`src/hw/rtl/lfu_pkg.sv`:
```
`default_nettype none

package lfu_pkg;

   localparam int KEY_W   = 32;
   localparam int VALUE_W = 31;
   localparam int COUNT_W = 32;
   localparam int CSR_W   = 5;

   localparam logic [COUNT_W-1:0] COUNT_MAX = {COUNT_W{1'b1}};
   localparam logic [COUNT_W-1:0] COUNT_ONE = COUNT_W'(1);

   localparam logic ACTION_GET = 1'b0;
   localparam logic ACTION_PUT = 1'b1;

   typedef struct packed {
      logic               action;
      logic [KEY_W-1:0]   key;
      logic [VALUE_W-1:0] value;
   } req_type;

   typedef struct packed {
      logic               found;
      logic [VALUE_W-1:0] read_value;
      logic               evicted;
   } rsp_type;

   typedef struct packed {
      logic [KEY_W-1:0]   key;
      logic [VALUE_W-1:0] value;
      logic [COUNT_W-1:0] count;
   } entry_type;

endpackage

`default_nettype wire

```
`src/hw/rtl/lfu_cache_table_core.sv`:
```
// Channel   Direction  Handshake          Payload
// req_      in         req_valid/stall    lfu_pkg::req_type  (action, key, value)
// rsp_      out        rsp_valid/stall    lfu_pkg::rsp_type  (found, read_value, evicted)
// csr_      in         csr_write_enable   csr_write_data     (capacity)
//
// After acceptance, one pass over the entry memory finds the key and the victim; for a hit or
// a put, the entry is written and a second read-modify-write pass over the rank memory reorders
// recency, while a get miss goes straight to the result. The next transaction is accepted once
// the result has been posted.
// Reset empties the cache at once (with N the occupancy count, the filled slots are 0 .. N-1).
// A transaction only stalls at its end if the previous result has not yet been taken.
`default_nettype none

module lfu_cache_table_core #(
   parameter int CAPACITY = 16
) (
   input  wire logic             clock,
   input  wire logic             reset,
   input  wire logic             req_valid,
   output logic                  req_stall,
   input  wire lfu_pkg::req_type req_data,
   output logic                  rsp_valid,
   input  wire logic             rsp_stall,
   output lfu_pkg::rsp_type      rsp_data,
   input  wire logic             csr_write_enable,
   input  wire logic [lfu_pkg::CSR_W-1:0] csr_write_data
);

   localparam int IW = (CAPACITY > 1) ? $clog2(CAPACITY) : 1;
   localparam int OW = $clog2(CAPACITY + 1);
   localparam int EW = (OW > lfu_pkg::CSR_W) ? OW : lfu_pkg::CSR_W;
   localparam logic [OW-1:0] OCC_MAX = OW'(CAPACITY);

   typedef enum logic [4:0] {
      ST_IDLE   = 5'b00001,
      ST_SCAN   = 5'b00010,
      ST_DECIDE = 5'b00100,
      ST_UPDATE = 5'b01000,
      ST_RESULT = 5'b10000
   } state_type;

   lfu_pkg::entry_type main_mem [CAPACITY];
   logic [IW-1:0]      rank_mem [CAPACITY];

   state_type             state_ff, state_in;
   logic [lfu_pkg::CSR_W-1:0] capacity_ff, capacity_in;
   logic [OW-1:0]         occ_ff, occ_in;
   logic [OW-1:0]         cnt_ff, cnt_in;
   logic                  rsp_valid_ff, rsp_valid_in;
   lfu_pkg::rsp_type      rsp_data_ff, rsp_data_in;
   lfu_pkg::req_type      req_ff, req_in;
   logic                  hit_found_ff, hit_found_in;
   logic [IW-1:0]         hit_idx_ff, hit_idx_in;
   logic [IW-1:0]         hit_rank_ff, hit_rank_in;
   lfu_pkg::entry_type    hit_entry_ff, hit_entry_in;
   logic                  vic_found_ff, vic_found_in;
   logic [IW-1:0]         vic_idx_ff, vic_idx_in;
   logic [IW-1:0]         vic_rank_ff, vic_rank_in;
   logic [lfu_pkg::COUNT_W-1:0] vic_count_ff, vic_count_in;
   logic [IW-1:0]         tgt_ff, tgt_in;
   logic [OW-1:0]         old_ff, old_in;
   lfu_pkg::rsp_type      res_ff, res_in;

   lfu_pkg::entry_type    main_rd_ff;
   logic [IW-1:0]         rank_rd_ff;

   logic                  main_we;
   lfu_pkg::entry_type    main_wdata;
   logic                  rank_we;
   logic [IW-1:0]         rank_wdata;
   logic [OW-1:0]         prev_cnt;
   logic [IW-1:0]         e_idx;
   logic [IW-1:0]         rd_addr;
   logic [EW-1:0]         cap_nz;
   logic                  full;

   assign prev_cnt  = cnt_ff - 1'b1;
   assign e_idx     = prev_cnt[IW-1:0];
   assign rd_addr   = cnt_ff[IW-1:0];
   assign cap_nz    = (capacity_ff == '0) ? EW'(1) : EW'(capacity_ff);
   assign full      = (EW'(occ_ff) >= cap_nz) || (occ_ff == OCC_MAX);
   assign req_stall = (state_ff != ST_IDLE);
   assign rsp_valid = rsp_valid_ff;
   assign rsp_data  = rsp_data_ff;

   always_comb begin
      state_in     = state_ff;
      capacity_in  = capacity_ff;
      occ_in       = occ_ff;
      cnt_in       = cnt_ff;
      rsp_valid_in = rsp_valid_ff;
      rsp_data_in  = rsp_data_ff;
      req_in       = req_ff;
      hit_found_in = hit_found_ff;
      hit_idx_in   = hit_idx_ff;
      hit_rank_in  = hit_rank_ff;
      hit_entry_in = hit_entry_ff;
      vic_found_in = vic_found_ff;
      vic_idx_in   = vic_idx_ff;
      vic_rank_in  = vic_rank_ff;
      vic_count_in = vic_count_ff;
      tgt_in       = tgt_ff;
      old_in       = old_ff;
      res_in       = res_ff;
      main_we      = 1'b0;
      main_wdata   = main_rd_ff;
      rank_we      = 1'b0;
      rank_wdata   = rank_rd_ff;

      if (csr_write_enable) begin
         capacity_in = csr_write_data;
      end
      if (rsp_valid_ff && !rsp_stall) begin
         rsp_valid_in = 1'b0;
      end

      unique case (state_ff)
         ST_IDLE: begin
            if (req_valid) begin
               req_in       = req_data;
               cnt_in       = '0;
               hit_found_in = 1'b0;
               vic_found_in = 1'b0;
               state_in     = ST_SCAN;
            end
         end
         ST_SCAN: begin
            if (cnt_ff != '0) begin
               if (!hit_found_ff && main_rd_ff.key == req_ff.key) begin
                  hit_found_in = 1'b1;
                  hit_idx_in   = e_idx;
                  hit_rank_in  = rank_rd_ff;
                  hit_entry_in = main_rd_ff;
               end
               if (!vic_found_ff || main_rd_ff.count < vic_count_ff ||
                   (main_rd_ff.count == vic_count_ff && rank_rd_ff > vic_rank_ff)) begin
                  vic_found_in = 1'b1;
                  vic_idx_in   = e_idx;
                  vic_rank_in  = rank_rd_ff;
                  vic_count_in = main_rd_ff.count;
               end
            end
            if (cnt_ff == occ_ff) begin
               state_in = ST_DECIDE;
            end else begin
               cnt_in = cnt_ff + 1'b1;
            end
         end
         ST_DECIDE: begin
            cnt_in = '0;
            res_in = '0;
            if (hit_found_ff) begin
               tgt_in           = hit_idx_ff;
               old_in           = OW'(hit_rank_ff);
               main_we          = 1'b1;
               main_wdata.key   = req_ff.key;
               main_wdata.value = (req_ff.action == lfu_pkg::ACTION_PUT) ?
                                  req_ff.value : hit_entry_ff.value;
               main_wdata.count = (hit_entry_ff.count == lfu_pkg::COUNT_MAX) ?
                                  hit_entry_ff.count : hit_entry_ff.count + 1'b1;
               res_in.found     = 1'b1;
               res_in.read_value = (req_ff.action == lfu_pkg::ACTION_PUT) ?
                                   '0 : hit_entry_ff.value;
               state_in         = ST_UPDATE;
            end else if (req_ff.action == lfu_pkg::ACTION_PUT) begin
               if (full) begin
                  tgt_in         = vic_idx_ff;
                  old_in         = OW'(vic_rank_ff);
                  res_in.evicted = 1'b1;
               end else begin
                  tgt_in = occ_ff[IW-1:0];
                  old_in = occ_ff;
                  occ_in = occ_ff + 1'b1;
               end
               main_we          = 1'b1;
               main_wdata.key   = req_ff.key;
               main_wdata.value = req_ff.value;
               main_wdata.count = lfu_pkg::COUNT_ONE;
               state_in         = ST_UPDATE;
            end else begin
               state_in = ST_RESULT;
            end
         end
         ST_UPDATE: begin
            if (cnt_ff != '0) begin
               rank_we = 1'b1;
               if (e_idx == tgt_ff) begin
                  rank_wdata = '0;
               end else if (OW'(rank_rd_ff) < old_ff) begin
                  rank_wdata = rank_rd_ff + 1'b1;
               end else begin
                  rank_wdata = rank_rd_ff;
               end
            end
            if (cnt_ff == occ_ff) begin
               state_in = ST_RESULT;
            end else begin
               cnt_in = cnt_ff + 1'b1;
            end
         end
         ST_RESULT: begin
            if (!rsp_valid_ff || !rsp_stall) begin
               rsp_valid_in = 1'b1;
               rsp_data_in  = res_ff;
               state_in     = ST_IDLE;
            end
         end
         default: begin
            state_in = ST_IDLE;
         end
      endcase
   end

   always_ff @(posedge clock) begin
      if (reset) begin
         state_ff     <= ST_IDLE;
         capacity_ff  <= lfu_pkg::CSR_W'(16);
         occ_ff       <= '0;
         cnt_ff       <= '0;
         rsp_valid_ff <= 1'b0;
      end else begin
         state_ff     <= state_in;
         capacity_ff  <= capacity_in;
         occ_ff       <= occ_in;
         cnt_ff       <= cnt_in;
         rsp_valid_ff <= rsp_valid_in;
      end
   end

   always_ff @(posedge clock) begin
      rsp_data_ff  <= rsp_data_in;
      req_ff       <= req_in;
      hit_found_ff <= hit_found_in;
      hit_idx_ff   <= hit_idx_in;
      hit_rank_ff  <= hit_rank_in;
      hit_entry_ff <= hit_entry_in;
      vic_found_ff <= vic_found_in;
      vic_idx_ff   <= vic_idx_in;
      vic_rank_ff  <= vic_rank_in;
      vic_count_ff <= vic_count_in;
      tgt_ff       <= tgt_in;
      old_ff       <= old_in;
      res_ff       <= res_in;
   end

   always_ff @(posedge clock) begin
      if (main_we) begin
         main_mem[tgt_in] <= main_wdata;
      end
      main_rd_ff <= main_mem[rd_addr];
   end

   always_ff @(posedge clock) begin
      if (rank_we) begin
         rank_mem[e_idx] <= rank_wdata;
      end
      rank_rd_ff <= rank_mem[rd_addr];
   end

   a_occ_bound: assert property (@(posedge clock) disable iff (reset)
      occ_ff <= OCC_MAX)
      else $error("occupancy beyond the slot count");

   a_accept_scan: assert property (@(posedge clock) disable iff (reset)
      (req_valid && !req_stall) |=> state_ff == ST_SCAN)
      else $error("accepted transaction did not start the scan");

   a_occ_step: assert property (@(posedge clock) disable iff (reset)
      (!$past(reset) && occ_ff != $past(occ_ff)) |->
         (occ_ff == $past(occ_ff) + 1'b1 && $past(state_ff) == ST_DECIDE))
      else $error("occupancy changed outside an insertion");

   a_evict_miss: assert property (@(posedge clock) disable iff (reset)
      rsp_valid_ff |-> !(rsp_data_ff.found && rsp_data_ff.evicted))
      else $error("eviction reported on a hit");

   a_value_hit: assert property (@(posedge clock) disable iff (reset)
      (rsp_valid_ff && rsp_data_ff.read_value != '0) |-> rsp_data_ff.found)
      else $error("value returned without a hit");

endmodule

`default_nettype wire
```
`config.mk`:
```
export PLATFORM = sky130hd
export DESIGN_NAME = lfu_cache_table_core
export DESIGN_NICKNAME = d
export VERILOG_FILES = /design/src/hw/rtl/lfu_pkg.sv /design/src/hw/rtl/lfu_cache_table_core.sv
export SDC_FILE = /design/constraint.sdc
export NUM_CORES = 2
export LEC_CHECK = 0
export BUFFER_PORTS_ARGS = -buffer_cell sky130_fd_sc_hd__buf_2
export CAP_MARGIN = 40
export CORE_MARGIN = 4
export CORE_UTILIZATION = 25
export CTS_BUF_LIST = sky130_fd_sc_hd__clkbuf_8 sky130_fd_sc_hd__clkbuf_16
export DETAILED_ROUTE_END_ITERATION = 7
export GPL_TIMING_DRIVEN = 0
export PLACE_DENSITY = 0.36
export SYNTH_ARGS = -nofsm -noshare
export SYNTH_HDL_FRONTEND = slang
export SYNTH_SLANG_ARGS = --single-unit
```
`constraint.sdc`:
```
create_clock -name clock -period 12.5 [get_ports clock]
set_clock_uncertainty 0.2 [all_clocks]
set_input_delay 0.625 -clock clock [delete_from_list [all_inputs] [get_ports clock]]
set_output_delay 0.625 -clock clock [all_outputs]
set_load 0.02 [all_outputs]
```
==> out/metrics.yaml <==
outcome: "complete, no violations"
startpoint_type: "flip-flop"
start_util_pct: 25.1
synth_cell_types: 70
place_congestion: 0.724
wl_um: 229000
drc: 0
dp_slack_ns: 6.87
ioPinCount: 109
min_period_over_period_pct: 45.1
vias: 37900
drive_gt1_share_pct: 34.5
dp_hpwl_um: 166000
htreeDepth: 4
synthesis.nets: 3580
ir_drop_mv: 0.105
clock.fmax_mhz: 177
pwr-share-clk_pct: 44.1
fill_cells: 28800
cap_violations: 0
cts_buffers: 219
synthFlopType: "edfxtp_1"
first_iter_violations: 3292
holdBufCountCts: 74
viasPerCell: 4.43
cp.arrival_ns: 6.01
core_mm2: 0.297
rsz0062_at_grt: "false"
dieArea_mm2: 0.307
p_int_mw: 10.9
cts-resized-gates: 0
seqPwrFrac_pct: 52.6
worstPathRequired_ns: 12.87
path_max_fanout: 9
endpoint_kind: "flip-flop"
drt-wirelength-per-cell_um: 26.8
leakagePower_nw: 30.3
final.setup.tns_ns: 0
port_buffers: 107
rr_worst_depth: 20
synth_enable_flop_cells: 1832
dp.cells: 8076
cts_setup_buffers: 0
maxSlewHeadroom_pct: 40.9
syn_inst: 3453
cts_sinks: 1956
path_class: "flip-flop to flip-flop"
ant_nets: 0
antenna_found_initial: 17
fp-row-count: 200
ys_ff_latch: 1956
fin_ws_ns: 6.86
grt_overflow: 0
multiInputGateArea_mm2: 0.0162
die_h_um: 554
p_sw_share_pct: 21.6
cts_root_buffer: "clkbuf_16"
final_nets: 4560
clock_latency_ns: 0.89
hold_path.class: "input port to flip-flop"
period_minus_slack_ns: 5.64
setup_viol: 0
p_sw_mw: 2.99
finalHoldViolations: 0
avgSynthCellArea_um2: 21.6
seqCellArea_mm2: 0.0575
synth.cell_area_mm2: 0.0745
area_delta_synth_final_pct: 24.0
yosys_warnings: 0
hold_depth: 3
tightest_slew_ns: 0.886
grt_pass1_wl_um: 322000
clk_pin_slew_ns: 0.06
p_comb_share_pct: 3.3
gr-usage-all-layers_pct: 14.7
grt_max_degree: 42
dr.pass1.iters: 5
chipWidth_um: 554
power.density_mw_per_mm2: 150
final_cell_count_no_fill: 8553
cts_buffer_depth: 4
whs_ns: 0.104
async_reset_ff_share_pct: 0
timing.final.max_slew_violations: 0
ys_seq_area_share_pct: 77.2
cts_tree: "built"
grt_pass1_vias: 39800
==> logic make-up (layout without fill, tap and decap cells) <==
kind of cell    after synthesis  after routing  synth area share [%]
buf+inv                     229           1386                  1.28
simple gates                422            422                  2.87
other cells                   0              4                     0
fa+ha+maj                    53             53                 0.890
compound gates              212            212                  1.82
xor+xnor                     77             77                 0.905
flops                      1956           1956                  77.2
mux                         504            504                  15.1
==> critical path: stages, from the launching register on <==
cell,delay (ns)
dfxtp_1,0.35
inv_1,0.08
a41o_1,0.25
ha_1,0.26
nand2b_1,0.14
a31oi_1,0.21
o21ai_0,0.32
nor2_1,0.45
o211a_1,0.38
inv_2,0.17
nor4_2,0.60
buf_4,0.27
buf_4,0.16
buf_4,0.19
buf_4,0.19
buf_6,0.15
buf_4,0.18
buf_2,0.22
buf_4,0.21
buf_4,0.18
buf_4,0.15
==> synth_stat cells, types with 4 or more instances <==
library cell	number	area share, %
edfxtp_1	1832	74
mux4_2	495	15
nand2_1	165	0.83
dfxtp_1	124	3.3
clkbuf_1	87	0.44
o21ai_0	62	0.42
inv_1	59	0.30
nor2_1	55	0.28
ha_1	53	0.89
buf_2	52	0.35
xnor2_1	42	0.49
a22oi_1	36	0.36
nor2b_1	35	0.29
xor2_1	35	0.41
a31oi_1	34	0.29
and2_1	34	0.29
nor4_1	27	0.23
nand4_1	25	0.21
a21oi_1	24	0.16
buf_1	21	0.11
nand3_1	21	0.14
nor3_1	16	0.11
o21ai_1	10	0.067
and3_1	9	0.076
mux2i_1	8	0.11
nand2b_1	6	0.050
o211ai_1	6	0.060
a21o_1	5	0.050
and4_2	5	0.067
a21boi_0	4	0.040
inv_2	4	0.020
o211a_1	4	0.054
==> final timing paths <==
path	startpoint	to	slack, ns
setup reg to reg	capacity_ff[3]	main_mem[2][61]	6.86
setup / recovery	capacity_ff[3]	main_mem[2][61]	6.86
hold / removal	csr_write_enable	capacity_ff[0]	0.10
hold reg to reg	res_ff[29]	rsp_data[29]	0.21
==> power by group through the flow <==
stage          Combinational, mW  Clock [mW]  Sequential (mW)
6_report                   0.456        6.11             7.29
5_1_grt                    0.497        6.61             7.29
4_1_cts                    0.472        6.33             7.29
3_5_place_dp               0.452           0             7.43
3_3_place_gp               0.395           0             7.46
2_1_floorplan              0.198           0             7.40
==> layout make-up <==
class                           instances  share of cell area, %
Sequential cell                      1956                   62.2
Clock buffer                          249                   6.40
Buffer                                165                  0.796
Antenna cell                            4                 0.0108
Inverter                               64                  0.263
Clock inverter                        149                  0.939
Tap cell                             3939                   5.33
Multi-Input combinational cell       1268                   17.5
Timing Repair Buffer                  759                   6.54
==> cell usage in the layout (no fill, tap or decap), types with 56 or more instances in the layout <==
cell type,instances
clkbuf_1,74
clkbuf_16,221
buf_4,443
inv_1,142
dfxtp_1,124
o21ai_1,56
nand2_1,164
buf_2,217
mux4_2,495
edfxtp_1,1832
dlygate4sd3_1,74
==> routing by layer <==
layer	track usage, %	up-vias	part of all wire [%]
met5	0	-	0.0048
met4	3.34	2	2.2
met3	2.00	269	4.1
met2	23.3	845	46
met1	21.5	20500	47
li1	-	16300	-
==> through the flow <==
step	utilization [%]	power, mW	area, um^2
after floorplan	-	7.60	74500
after global placement	27.0	7.85	80000
after detailed placement	28.6	7.88	84900
after CTS	31.1	14.1	92400
after global routing	31.1	14.4	92400
final	31.1	13.9	92400
==> sequential cells by signal, summed over array words and instances, names as in the netlist, 4 cells and up <==
name / count
capacity_ff: 5
cnt_ff: 5
hit_entry_ff: 63
hit_idx_ff: 4
hit_rank_ff: 4
main_mem: 1520
main_rd_ff: 95
occ_ff: 5
old_ff: 5
rank_mem: 64
rank_rd_ff: 4
req_ff: 64
res_ff: 33
rsp_data: 33
state_ff: 5
tgt_ff: 4
vic_count_ff: 32
vic_idx_ff: 4
vic_rank_ff: 4
(Power assumes the default switching activity.)
